## src/rtl/mm64b_pkg.sv

```systemverilog
// Types, constants and the control program of the MurmurHash64B hasher.
`default_nettype none
package mm64b_pkg;

    localparam logic [31:0] MUR_M      = 32'h5bd1_e995;
    localparam logic [31:0] SEED_RESET = 32'hEE6B_27EB;
    localparam logic [2:0]  BYTES_FULL = 3'd4;

    localparam int unsigned PC_W = 3;
    typedef logic [PC_W-1:0] pc_t;

    // Entry points of the program.
    localparam pc_t PC_FULL = 3'd0;
    localparam pc_t PC_PART = 3'd3;
    localparam pc_t PC_FIN  = 3'd4;

    // Operand A of the multiply stage.
    typedef enum logic [1:0] {
        A_K  = 2'd0,
        A_H1 = 2'd1,
        A_H2 = 2'd2,
        A_HP = 2'd3     // half chosen by the word parity
    } a_sel_t;

    // Operand XORed into A (after a right shift) ahead of the multiply.
    typedef enum logic [1:0] {
        B_ZERO = 2'd0,
        B_K    = 2'd1,
        B_H1   = 2'd2,
        B_H2   = 2'd3
    } b_sel_t;

    // Register that takes the step result.
    typedef enum logic [1:0] {
        D_K  = 2'd0,
        D_H1 = 2'd1,
        D_H2 = 2'd2,
        D_HP = 2'd3
    } dst_t;

    // How the step counter moves on.
    typedef enum logic [1:0] {
        NX_SEQ  = 2'd0,     // next step
        NX_LAST = 2'd1,     // finalize if the item was last, else stop
        NX_EMIT = 2'd2,     // stop and present the hash
        NX_STOP = 2'd3
    } nxt_t;

    typedef struct packed {
        a_sel_t      a_sel;
        b_sel_t      b_sel;
        logic [4:0]  shamt;
        logic        post_xor;  // XOR the mixed word after the multiply
        dst_t        dst;
        logic        flip;      // toggle the word parity
        nxt_t        nxt;
    } ctl_t;

    // Sequencer request from the datapath side.
    typedef struct packed {
        logic start;
        pc_t  start_pc;
        logic start_last;
        logic stall;
    } seq_cmd_t;

    // Sequencer status.
    typedef struct packed {
        logic busy;
        logic step_en;
        logic ready;
    } seq_stat_t;

    function automatic ctl_t ctl_rom(input pc_t pc);
        ctl_t c;
        c = '{A_K, B_ZERO, 5'd0, 1'b0, D_K, 1'b0, NX_STOP};
        case (pc)
            3'd0: c = '{A_K,  B_ZERO, 5'd0,  1'b0, D_K,  1'b0, NX_SEQ};
            3'd1: c = '{A_K,  B_K,    5'd24, 1'b0, D_K,  1'b0, NX_SEQ};
            3'd2: c = '{A_HP, B_ZERO, 5'd0,  1'b1, D_HP, 1'b1, NX_LAST};
            3'd3: c = '{A_H2, B_K,    5'd0,  1'b0, D_H2, 1'b0, NX_LAST};
            3'd4: c = '{A_H1, B_H2,   5'd18, 1'b0, D_H1, 1'b0, NX_SEQ};
            3'd5: c = '{A_H2, B_H1,   5'd22, 1'b0, D_H2, 1'b0, NX_SEQ};
            3'd6: c = '{A_H1, B_H2,   5'd17, 1'b0, D_H1, 1'b0, NX_SEQ};
            3'd7: c = '{A_H2, B_H1,   5'd19, 1'b0, D_H2, 1'b0, NX_EMIT};
            default: c = '{A_K, B_ZERO, 5'd0, 1'b0, D_K, 1'b0, NX_STOP};
        endcase
        return c;
    endfunction

endpackage
`default_nettype wire

```

## src/rtl/mm64b_seq.sv

```systemverilog
// Step counter and control store of the MurmurHash64B hasher.
`default_nettype none
module mm64b_seq (
    input  wire logic                clk,
    input  wire logic                rst_n,
    input  wire mm64b_pkg::seq_cmd_t cmd,
    output mm64b_pkg::ctl_t          ctl,
    output mm64b_pkg::seq_stat_t     stat
);
    import mm64b_pkg::*;

    pc_t  pc_reg;
    logic busy_reg;
    logic last_reg;
    logic step_en;

    assign ctl     = ctl_rom(pc_reg);
    assign step_en = busy_reg & ~cmd.stall;

    assign stat.busy    = busy_reg;
    assign stat.step_en = step_en;
    // Take the next item when idle, or on the closing step of a non-last item.
    assign stat.ready   = ~busy_reg | (step_en & (ctl.nxt == NX_LAST) & ~last_reg);

    always_ff @(posedge clk or negedge rst_n)
    begin
        if (!rst_n)
        begin
            pc_reg   <= PC_FULL;
            busy_reg <= 1'b0;
            last_reg <= 1'b0;
        end
        else if (cmd.start)
        begin
            pc_reg   <= cmd.start_pc;
            busy_reg <= 1'b1;
            last_reg <= cmd.start_last;
        end
        else if (step_en)
        begin
            case (ctl.nxt)
                NX_SEQ:  pc_reg <= pc_reg + 1'b1;
                NX_LAST:
                begin
                    if (last_reg)
                        pc_reg <= PC_FIN;
                    else
                        busy_reg <= 1'b0;
                end
                NX_EMIT: busy_reg <= 1'b0;
                default: busy_reg <= 1'b0;
            endcase
        end
    end

endmodule
`default_nettype wire

```

## src/rtl/murmur64b_hash.sv

```systemverilog
// Top level of the MurmurHash64B message hasher.
`default_nettype none
// MurmurHash64B over a byte message streamed as 32-bit little-endian words.
// Each input transfer carries one word, its valid byte count (values above
// four count as four), the total message length and first/last marks; the
// first transfer of a message loads the first half with hash_seed XOR length
// and clears the second half. A full word and a partial word (1 to 3 bytes)
// each run their own steps, and the last word adds the finalization steps
// before the 64-bit hash appears on the output; a transfer with byte count 0
// and no last mark runs no step. Every step passes through the one shared
// 32x32 multiply-by-m stage, driven by an 8-entry control program, so the
// word after a non-last word is taken in the same cycle as the closing step
// of that word. The output hash is held in its own register, so a stalled
// result only blocks the final finalization step of the next message.
// hash_seed is written through cfg_wr_en/cfg_wr_data, by the user only while
// the block is idle, which the block itself does not enforce; it resets to 0xEE6B27EB.
module murmur64b_hash (
    input  wire logic        clk,
    input  wire logic        rst_n,
    // configuration: hash_seed
    input  wire logic        cfg_wr_en,
    input  wire logic [31:0] cfg_wr_data,
    // message words
    input  wire logic        s_axis_tvalid,
    output logic             s_axis_tready,
    input  wire logic [71:0] s_axis_tdata,  // data_word[31:0], byte_count[34:32],
                                            // total_length[65:35], zero[71:66]
    input  wire logic        s_axis_tuser,  // first_word
    input  wire logic        s_axis_tlast,  // last_word
    // hash results
    output logic             m_axis_tvalid,
    input  wire logic        m_axis_tready,
    output logic [63:0]      m_axis_tdata   // hash_value[63:0]
);
    import mm64b_pkg::*;

    // Unpacked input fields.
    logic [31:0] data_word;
    logic [2:0]  byte_count;
    logic [30:0] total_length;
    logic [2:0]  count_sat;
    logic [31:0] word_masked;
    logic        accept;
    logic        has_work;

    // Hash state.
    logic [31:0] seed_reg;
    logic [31:0] h1_reg;
    logic [31:0] h2_reg;
    logic [31:0] k_reg;
    logic        parity_reg;
    logic [63:0] hash_reg;
    logic        out_valid_reg;

    // Datapath.
    ctl_t        ctl;
    seq_cmd_t    cmd;
    seq_stat_t   stat;
    logic [31:0] opa;
    logic [31:0] opb;
    logic [31:0] prod;
    logic [31:0] res;
    logic        emit;

    assign data_word    = s_axis_tdata[31:0];
    assign byte_count   = s_axis_tdata[34:32];
    assign total_length = s_axis_tdata[65:35];

    // Saturate the byte count and drop bytes beyond it.
    always_comb
    begin
        count_sat   = (byte_count > BYTES_FULL) ? BYTES_FULL : byte_count;
        word_masked = data_word;
        case (count_sat)
            3'd0:    word_masked = 32'h0;
            3'd1:    word_masked = {24'h0, data_word[7:0]};
            3'd2:    word_masked = {16'h0, data_word[15:0]};
            3'd3:    word_masked = {8'h0, data_word[23:0]};
            default: word_masked = data_word;
        endcase
    end

    assign s_axis_tready = stat.ready;
    assign accept        = s_axis_tvalid & s_axis_tready;
    assign has_work      = (count_sat != 3'd0) | s_axis_tlast;

    // Choose the program entry from the kind of word.
    always_comb
    begin
        cmd.start      = accept & has_work;
        cmd.start_last = s_axis_tlast;
        if (count_sat == BYTES_FULL)
            cmd.start_pc = PC_FULL;
        else if (count_sat != 3'd0)
            cmd.start_pc = PC_PART;
        else
            cmd.start_pc = PC_FIN;
        // Hold the closing finalization step while the previous hash waits.
        cmd.stall = (ctl.nxt == NX_EMIT) & out_valid_reg & ~m_axis_tready;
    end

    mm64b_seq u_seq (
        .clk   (clk),
        .rst_n (rst_n),
        .cmd   (cmd),
        .ctl   (ctl),
        .stat  (stat)
    );

    // One step: (A ^ (B >> shamt)) * m, optionally XOR the mixed word after.
    always_comb
    begin
        case (ctl.a_sel)
            A_K:     opa = k_reg;
            A_H1:    opa = h1_reg;
            A_H2:    opa = h2_reg;
            A_HP:    opa = parity_reg ? h2_reg : h1_reg;
            default: opa = k_reg;
        endcase
        case (ctl.b_sel)
            B_ZERO:  opb = 32'h0;
            B_K:     opb = k_reg;
            B_H1:    opb = h1_reg;
            B_H2:    opb = h2_reg;
            default: opb = 32'h0;
        endcase
        prod = (opa ^ (opb >> ctl.shamt)) * MUR_M;
        res  = prod ^ (ctl.post_xor ? k_reg : 32'h0);
    end

    assign emit = stat.step_en & (ctl.nxt == NX_EMIT);

    // Configuration register.
    always_ff @(posedge clk or negedge rst_n)
    begin
        if (!rst_n)
            seed_reg <= SEED_RESET;
        else if (cfg_wr_en)
            seed_reg <= cfg_wr_data;
    end

    // Hash halves and word parity; a first word overrides the closing step.
    always_ff @(posedge clk or negedge rst_n)
    begin
        if (!rst_n)
        begin
            h1_reg     <= 32'h0;
            h2_reg     <= 32'h0;
            parity_reg <= 1'b0;
        end
        else
        begin
            if (stat.step_en)
            begin
                case (ctl.dst)
                    D_H1: h1_reg <= res;
                    D_H2: h2_reg <= res;
                    D_HP:
                    begin
                        if (parity_reg)
                            h2_reg <= res;
                        else
                            h1_reg <= res;
                    end
                    default: ;
                endcase
                if (ctl.flip)
                    parity_reg <= ~parity_reg;
            end
            if (accept && s_axis_tuser)
            begin
                h1_reg     <= seed_reg ^ {1'b0, total_length};
                h2_reg     <= 32'h0;
                parity_reg <= 1'b0;
            end
        end
    end

    // Word register: load the masked word, then hold the mixed value.
    always_ff @(posedge clk)
    begin
        if (accept)
            k_reg <= word_masked;
        else if (stat.step_en && ctl.dst == D_K)
            k_reg <= res;
    end

    // Output register.
    always_ff @(posedge clk or negedge rst_n)
    begin
        if (!rst_n)
            out_valid_reg <= 1'b0;
        else if (emit)
            out_valid_reg <= 1'b1;
        else if (m_axis_tready)
            out_valid_reg <= 1'b0;
    end

    always_ff @(posedge clk)
    begin
        if (emit)
            hash_reg <= {h1_reg, res};
    end

    assign m_axis_tvalid = out_valid_reg;
    assign m_axis_tdata  = hash_reg;

`ifndef SYNTHESIS
    // A busy sequencer takes a new word only on the closing step of a word.
    a_ready_on_close: assert property (@(posedge clk) disable iff (!rst_n)
        (stat.busy && s_axis_tready) |-> (ctl.nxt == NX_LAST))
        else $error("input taken in the middle of a program");

    // The closing finalization step always produces a pending hash.
    a_emit_valid: assert property (@(posedge clk) disable iff (!rst_n)
        emit |=> m_axis_tvalid)
        else $error("hash not presented after finalization");

    // A new hash comes only out of a running program.
    a_emit_from_busy: assert property (@(posedge clk) disable iff (!rst_n)
        $rose(m_axis_tvalid) |-> $past(stat.busy))
        else $error("hash presented while idle");
`endif

endmodule
`default_nettype wire

```

## config.mk

```make
export PLATFORM = sky130hd
export DESIGN_NAME = murmur64b_hash
export DESIGN_NICKNAME = d
export VERILOG_FILES = /design/src/rtl/mm64b_pkg.sv /design/src/rtl/mm64b_seq.sv /design/src/rtl/murmur64b_hash.sv
export SDC_FILE = /design/constraint.sdc
export NUM_CORES = 1
export LEC_CHECK = 0
export CELL_PAD_IN_SITES_DETAIL_PLACEMENT = 0
export CELL_PAD_IN_SITES_GLOBAL_PLACEMENT = 1
export CORE_ASPECT_RATIO = 1.1
export CORE_MARGIN = 5
export CORE_UTILIZATION = 56
export DETAILED_ROUTE_END_ITERATION = 7
export DONT_BUFFER_PORTS = 1
export MAX_ROUTING_LAYER = met4
export PLACE_DENSITY = 0.88
export SYNTH_ARGS = -nofsm -noshare
export SYNTH_HDL_FRONTEND = slang
export SYNTH_HIERARCHICAL = 1
export SYNTH_SLANG_ARGS = --single-unit
```

## constraint.sdc

```tcl
create_clock -name clk -period 20.3 [get_ports clk]
set_input_delay 3.045 -clock clk [delete_from_list [all_inputs] [get_ports clk]]
set_output_delay 3.045 -clock clk [all_outputs]
set_load 0.01 [all_outputs]
```

==> results of run 1 <==
-- metal layers --
layer	vias up	global-route usage	part of all wire
met3	100	0.0463	0.065
met4	0	0.103	0.037
met5	-	-	0
li1	6739	-	-
met1	7210	0.388	0.41
met2	551	0.484	0.48
-- placed cells by master (no fill, tap or decap), drive strengths merged, types with 14 or more instances in the layout --
cell      n
nand2   136
mux2     72
inv     391
fa      168
nor2    140
o22a     14
mux4     17
a21o     19
and2     14
dfstp    21
a211oi   27
o21ai    86
xor2     40
dfrtp    82
mux2i    56
a21oi    68
clkbuf   21
ha      205
edfxtp   96
nor3     14
a22oi    30
xnor2   141
buf      32
o22ai    29
o211ai   18
-- per-stage QoR --
stage	cells	setup slack [ns]	hold slack [ns]
final	2528	8.18	0.532
after global routing	2528	7.80	0.545
after CTS	2528	8.26	0.534
after detailed placement	2496	8.32	0.518
after global placement	2496	8.44	0.510
after floorplan	2061	10.92	0.458
-- area by class of cell --
cell class / instances / area, um^2 / area share
repair buffers: 32 / 240 / 0.0111
inverters: 386 / 1450 / 0.0672
clock inverters: 11 / 136 / 0.00631
flip-flops and latches: 199 / 5490 / 0.254
well taps: 487 / 609 / 0.0282
multi-input cells: 1392 / 13200 / 0.613
clock buffers: 21 / 440 / 0.0204
-- final timing paths --
| kind | from | end | slack (ns) | depth (start not counted) |
|---|---|---|---|---|
| min | seed_reg[20] | seed_reg[20] | 0.53 | 1 |
| max reg2reg | u_seq/pc_reg[0] | k_reg[30] | 8.18 | 40 |
| max in group asynchronous | rst_n | seed_reg[21] | 17.74 | 0 |
| min reg2reg | seed_reg[20] | seed_reg[20] | 0.53 | 1 |
| min in group asynchronous | rst_n | h1_reg[26] | 2.30 | 0 |
| max | u_seq/pc_reg[0] | k_reg[30] | 8.18 | 40 |
-- worst reg2reg max path, delay by kind of cell, from the launching register on --
family	cells	cell delay [ns]
adder cells (fa/ha/maj)	10	4.14
AO/OA/AOI/OAI	14	2.85
AND/OR/NAND/NOR	4	1.49
XOR/XNOR	3	1.13
buffers and inverters	7	0.91
multiplexers	2	0.87
flip-flops	1	0.44
==> run metrics, run 1 <==
CTS tree done; DP Area 0.0210 mm^2; relative slew slack 0.158; Final Skew 0.0106 ns; hold crit path type reg -> reg; die height 211 um; fin area 0.0216 mm^2; Port Buffers 0; Hold Fails Final Rpt 0; Rows 73; n_diodes 0; Inserted Clock Buffers 17; RSZ-0062 raised after global routing no; DPL Wire Length 46000 um; DRT antenna net count 0; root buffer cell clkbuf_16; Core Util, Final 0.597; Syn. warnings 6; clk slew on worst S/H paths 0.07 ns; DR pass1 iterations 5; area grow syn2layout 5.31%; pin count of the biggest net entering global routing 104; Worst-Margin Slew 1.25 ns; worst endpoint required time 20.47 ns; CP max FO 36; kind of critical path reg -> reg; full die area 0.0406 mm^2; filler instances 3137; Placer Congestion 0.957; vias in the first global route 15623; GRT Util Overall 0.299; global-route wire length before repair 89800 um; critical path endpoint category register; clk_lat worst skew 0.45 ns; vias per inst 5.78; Starting DRT DRC Count 982; DRC violations left 0; postcts setup bufs 0; final global-route overflow total 0; antenna violations before repair 0; final WL 57700 um; Setup TNS Final 0 ns; number of flip-flops in the largest register 64; Crit path largest cell delay 0.74 ns; nets 2512; Cell Area, Synth 0.0205 mm^2; Crit path arrival time 12.29 ns; setup violators final 0; max-cap violations 0; Syn Nets 2545; CP delay by family, top adder cells; clk sinks 199; fin crit share 0.597; CORE AREA 0.0362 mm^2; Initial Utilization 0.567; hold buffer count at cts 0; post-CTS resize count 0; fmax 0.0825 GHz; DR vias 14600; Syn Inst Count 2061; total I/O pin count 177; Post-Syn Area per Cell 9.96 um^2; Clock Tree Buf Depth 2; most frequent CP cell fa_1; crit path time final 12.12 ns; layout cells sized above 1 0.103; CP bufs+invs 7; status completed; slowest CP cell nor2b_4; Die W 193 um; Avg WL per Cell 22.8 um; type of origin of the critical path register; H-tree Lvls 4; fin. max-slew vios 0
Power of run 1 is left out: the tool's default activity adds up to more than one toggle a clock period on the data nets, which glitch-free logic cannot reach.
==> run 2: changes to the inputs <==
--- a/config.mk
+++ b/config.mk
@@ -9,11 +9,11 @@
 export CELL_PAD_IN_SITES_GLOBAL_PLACEMENT = 1
 export CORE_ASPECT_RATIO = 1.1
 export CORE_MARGIN = 5
-export CORE_UTILIZATION = 56
+export CORE_UTILIZATION = 52
 export DETAILED_ROUTE_END_ITERATION = 7
 export DONT_BUFFER_PORTS = 1
 export MAX_ROUTING_LAYER = met4
-export PLACE_DENSITY = 0.88
+export PLACE_DENSITY = 0.82
 export SYNTH_ARGS = -nofsm -noshare
 export SYNTH_HDL_FRONTEND = slang
 export SYNTH_HIERARCHICAL = 1
==> constraint.sdc (replaced) <==
create_clock -name clk -period 11.2 [get_ports clk]
set_input_delay 1.68 -clock clk [delete_from_list [all_inputs] [get_ports clk]]
set_output_delay 1.68 -clock clk [all_outputs]
set_load 0.01 [all_outputs]
==> run 2 against run 1 <==
Compared with the run above:
- maximum frequency is 13% higher
- hold slack worse by 0.0053 ns
- utilization is 3.2 points lower
- routed wire length is 4.6% higher
- via count is 1.6% higher
- critical path depth stayed put
- final area is 2.3% higher
- clock skew is 0.00096 ns higher
- largest cell class unchanged
==> run metrics, run 2 (synthesized netlist as in run 1, its figures left out) <==
antenna violations before repair 0 (unchanged); commonest non-fill, non-tap cell in the layout inv_1 (unchanged); global-route wire length before repair 92600 um (was 89800 um); fin. max-slew vios 0 (unchanged); DPL Wire Length 49100 um (was 46000 um); H-tree Lvls 4 (unchanged); setup violators final 0 (unchanged); slowest CP cell xnor2_1 (was nor2b_4); crit path capture k_reg[30] (unchanged); Critical Path Start u_seq/pc_reg[0] (unchanged); placed cells 2572 (was 2496); Register-to-Register Path Depth 40 (unchanged); root buffer cell clkbuf_16 (unchanged); Crit path arrival time 10.93 ns (was 12.29 ns); final WL 60300 um (was 57700 um); Inserted Clock Buffers 17 (unchanged); CTS tree done (unchanged); DRT antenna net count 0 (unchanged); GRT Util Overall 0.289 (was 0.299); Rows 76 (was 73); Die W 199 um (was 193 um); number of flip-flops in the largest register 64 (unchanged); Starting DRT DRC Count 1073 (was 982); Hold Fails Final Rpt 0 (unchanged); fmax 0.0932 GHz (was 0.0825 GHz); Placer Congestion 1.02 (was 0.957); nets 2569 (was 2512); DR vias 14832 (was 14600); clk sinks 199 (unchanged); kind of critical path reg -> reg (unchanged); final non-filler cell total 2605 (was 2528); hold crit path type reg -> reg (unchanged); clk slew on worst S/H paths 0.07 ns (about the same); WHS 0.527 ns (was 0.532 ns); vias in the first global route 15642 (was 15623); full die area 0.0435 mm^2 (was 0.0406 mm^2); Critical R2R Capture k_reg[30] (unchanged); area grow syn2layout 7.73% (was 5.31%); Initial Utilization 0.525 (was 0.567); layout cells sized above 1 0.127 (was 0.103); most frequent cells in the layout 382 x inv_1, 205 x ha_1, 168 x fa_1, 139 x nor2_1, 134 x xnor2_1 (was 382 x inv_1, 205 x ha_1, 168 x fa_1, 139 x nor2_1, 133 x nand2_1); vias per inst 5.69 (was 5.78); CORE AREA 0.0391 mm^2 (was 0.0362 mm^2); hold buffer count at cts 0 (unchanged); type of origin of the critical path register (unchanged); Final Skew 0.0116 ns (was 0.0106 ns); CP max FO 35 (was 36); fin crit share 0.958 (was 0.597); status completed (unchanged); relative slew slack 0.320 (was 0.158); max-cap violations 0 (unchanged); final setup margin 0.466 ns (was 8.18 ns); RSZ-0062 raised after global routing no (unchanged); filler instances 3482 (was 3137); pre-CTS setup slack 0.399 ns (was 8.32 ns); pin count of the biggest net entering global routing 104 (unchanged); Clock Tree Buf Depth 2 (unchanged); crit path time final 10.73 ns (was 12.12 ns); Crit path largest cell delay 0.63 ns (was 0.74 ns); DR pass1 iterations 5 (unchanged); critical path endpoint category register (unchanged); n_diodes 0 (unchanged); Port Buffers 0 (unchanged); Avg WL per Cell 23.2 um (was 22.8 um); Reg2Reg Setup Slack 0.47 ns (was 8.18 ns); Setup TNS Final 0 ns (unchanged); Worst-Margin Slew 1.01 ns (was 1.25 ns); worst endpoint required time 11.39 ns (was 20.47 ns); clk_lat worst skew 0.45 ns (about the same); total I/O pin count 177 (unchanged); die height 218 um (was 211 um); reg2reg start u_seq/pc_reg[0] (unchanged); final global-route overflow total 0 (unchanged); DRC violations left 0 (unchanged)
[run 2: cell count changes in the layout (fill, tap and decap cells not counted), moves of 3 or more]
cell,before,now
buf_4,32,86
xnor2_2,10,5
clkbuf_8,0,4
xnor2_1,130,134
clkbuf_1,4,1
[run 2: final cells by class]
type                       instances  area [um^2]  share of cell area
clock inverter                     8         72.6             0.00328
multi-input combinational       1393        13200               0.599
tap                              507          634              0.0287
timing repair buffer              88          686              0.0310
sequential                       199         5490               0.248
inverter                         386         1450              0.0657
clock buffer                      24          534              0.0242
[run 2: what timing repair did]
item	4_1_cts	5_1_grt
setup buffers	0	0
setup endpoints to repair	0	8
resized for setup	0	3
[run 2: worst max-delay path: cells and delay by family (launching register included)]
| family | cells | cell delay [ns] |
|---|---|---|
| adders and majority gates | 10 | 4.22 |
| muxes | 2 | 0.73 |
| DFF | 1 | 0.44 |
| xor gates and xnor gates | 2 | 0.80 |
| and+or+nand+nor | 2 | 0.39 |
| buffers and inverters | 10 | 1.43 |
| AOI/OAI and AO/OA | 14 | 2.41 |
[run 2: metrics by stage]
step | area, um^2 | utilization
finish | 22100 | 0.566
global route | 22100 | 0.566
CTS | 22100 | 0.565
detailed placement | 21500 | 0.549
global placement | 21500 | 0.549
floorplan | 20500 | -
[run 2: how the worst min path moves through the flow]
stage,endpoint,slack [ns],cells after the start,from
final,seed_reg[11],0.53,1,seed_reg[11]
after global routing,m_axis_tdata[41],0.55,0,h1_reg[9]
after CTS,m_axis_tdata[55],0.53,0,h1_reg[23]
after detailed placement,m_axis_tdata[34],0.51,0,h1_reg[2]
after global placement,m_axis_tdata[54],0.51,0,h1_reg[22]
after floorplan,m_axis_tdata[50],0.46,0,h1_reg[18]
[run 2: routing by layer]
| metal | GRT usage | part of all wire |
|---|---|---|
| met5 | - | 0 |
| met4 | 0.0756 | 0.028 |
| met3 | 0.0447 | 0.059 |
| met2 | 0.476 | 0.49 |
| met1 | 0.377 | 0.42 |
Power of run 2 is left out for the same reason.
==> run 3: changes to the inputs <==
==> constraint.sdc (replaced) <==
create_clock -name clk -period 12.2 [get_ports clk]
set_input_delay 1.83 -clock clk [delete_from_list [all_inputs] [get_ports clk]]
set_output_delay 1.83 -clock clk [all_outputs]
set_load 0.01 [all_outputs]
==> run 3 against run 2 <==
Compared with the run above:
- final area fell by 1.7%
- utilization shrank 0.93 points
- die area did not move
- via count shrank 2.0%
- highest routed layer unchanged
- routed wire length decreased by 2.0%
- register-to-register slack better by 0.30 ns
- clock skew down 0.0018 ns
- hold slack better by 0.0014 ns
- maximum frequency shrank 6.1%
- sequential cell count is the same
- global-route usage is 0.32 points lower
- non-clock buffer count shrank 45
==> run metrics, run 3 (synthesized netlist as in run 1, its figures left out) <==
H-tree Lvls 4 (unchanged); root buffer cell clkbuf_16 (unchanged); RSZ-0062 raised after global routing no (unchanged); final WL 59100 um (was 60300 um); nets 2523 (was 2569); vias in the first global route 15363 (was 15642); setup violators final 0 (unchanged); fin. max-slew vios 0 (unchanged); total I/O pin count 177 (unchanged); number of flip-flops in the largest register 64 (unchanged); area grow syn2layout 5.94% (was 7.73%); Die W 199 um (unchanged); Rows 76 (unchanged); n_diodes 0 (unchanged); DRT antenna net count 0 (unchanged); Final Skew 0.00982 ns (was 0.0116 ns); slowest CP cell nor2b_4 (was xnor2_1); final global-route overflow total 0 (unchanged); commonest non-fill, non-tap cell in the layout inv_1 (unchanged); final setup margin 0.763 ns (was 0.466 ns); fmax 0.0874 GHz (was 0.0932 GHz); global-route wire length before repair 91900 um (was 92600 um); Clock Tree Buf Depth 2 (unchanged); vias per inst 5.68 (was 5.69); kind of critical path reg -> reg (unchanged); die height 218 um (unchanged); post-CTS resize count 0 (unchanged); WHS 0.529 ns (was 0.527 ns); Worst-Margin Slew 0.934 ns (was 1.01 ns); fin crit share 0.937 (was 0.958); layout cells sized above 1 0.107 (was 0.127); full die area 0.0435 mm^2 (unchanged); antenna violations before repair 0 (unchanged); critical path endpoint category register (unchanged); register area 0.00549 mm^2 (unchanged); GRT Util Overall 0.286 (was 0.289); clk_lat worst skew 0.44 ns (was 0.45 ns); filler instances 3529 (was 3482); DRC violations left 0 (unchanged); Setup TNS Final 0 ns (unchanged); hold buffer count at cts 0 (unchanged); DR pass1 iterations 5 (unchanged); postcts setup bufs 0 (unchanged); Inserted Clock Buffers 17 (unchanged); CP max FO 30 (was 35); status completed (unchanged); most frequent CP cell fa_1; Crit path largest cell delay 0.63 ns (about the same); Avg WL per Cell 23.1 um (was 23.2 um); Port Buffers 0 (unchanged); clk sinks 199 (unchanged); max-cap violations 0 (unchanged); DR vias 14530 (was 14832); crit path time final 11.44 ns (was 10.73 ns); hold crit path type reg -> reg (unchanged); CTS tree done (unchanged); Initial Utilization 0.525 (unchanged); type of origin of the critical path register (unchanged); worst endpoint required time 12.36 ns (was 11.39 ns); CORE AREA 0.0391 mm^2 (unchanged); Core Util, Final 0.556 (was 0.566); pre-CTS setup slack 0.858 ns (was 0.399 ns); Hold Fails Final Rpt 0 (unchanged); Placer Congestion 0.943 (was 1.02); Starting DRT DRC Count 1059 (was 1073); pin count of the biggest net entering global routing 104 (unchanged); most frequent cells in the layout 382 x inv_1, 205 x ha_1, 168 x fa_1, 139 x nor2_1, 135 x xnor2_1 (was 382 x inv_1, 205 x ha_1, 168 x fa_1, 139 x nor2_1, 134 x xnor2_1); clk slew on worst S/H paths 0.07 ns (about the same); DPL Wire Length 47700 um (was 49100 um); area of the multi-input gates 0.0132 mm^2 (about the same); Crit path arrival time 11.60 ns (was 10.93 ns); relative slew slack 0.373 (was 0.320)
## run 3: critical path, delay by kind of cell, from the launching register on
kind / cells / cell delay (ns)
multiplexers: 2 / 0.80
AND/OR/NAND/NOR: 4 / 1.35
buffers and inverters: 6 / 0.57
XOR/XNOR: 3 / 1.04
adder cells (fa/ha/maj): 10 / 4.13
AO/OA/AOI/OAI: 14 / 2.78
flip-flops: 1 / 0.42
## run 3: metrics by stage
stage	instances	cell area, um^2
6_report	2559	21700
5_1_grt	2559	21700
4_1_cts	2559	21700
3_5_place_dp	2527	21100
3_3_place_gp	2527	21100
2_1_floorplan	2061	20500
## run 3: path summary, 6_finish.rpt
kind / startpoint / depth (start not counted) / end / slack (ns)
setup / recovery: u_seq/pc_reg[0] / 39 / k_reg[30] / 0.76
hold / removal: seed_reg[20] / 1 / seed_reg[20] / 0.53
setup reg to reg: u_seq/pc_reg[0] / 39 / k_reg[30] / 0.76
hold reg to reg: seed_reg[20] / 1 / seed_reg[20] / 0.53
max in group asynchronous: rst_n / 0 / seed_reg[13] / 10.87
min in group asynchronous: rst_n / 0 / h1_reg[6] / 1.08
## run 3: cell type report
type / instances / area share
inverter: 386 / 0.0668
sequential: 199 / 0.252
timing repair buffer: 43 / 0.0148
tap: 507 / 0.0292
multi-input combinational: 1392 / 0.608
clock buffer: 18 / 0.0197
clock inverter: 14 / 0.00955
## run 3: per-layer routing
metal	part of all wire	wire, um	global-route usage	vias up
met5	0	0	-	-
met4	0.025	1500	0.0713	0
met3	0.063	3740	0.0467	77
met2	0.49	29000	0.466	508
met1	0.42	24800	0.376	7196
li1	-	-	-	6749
Power of run 3 is left out for the same reason.
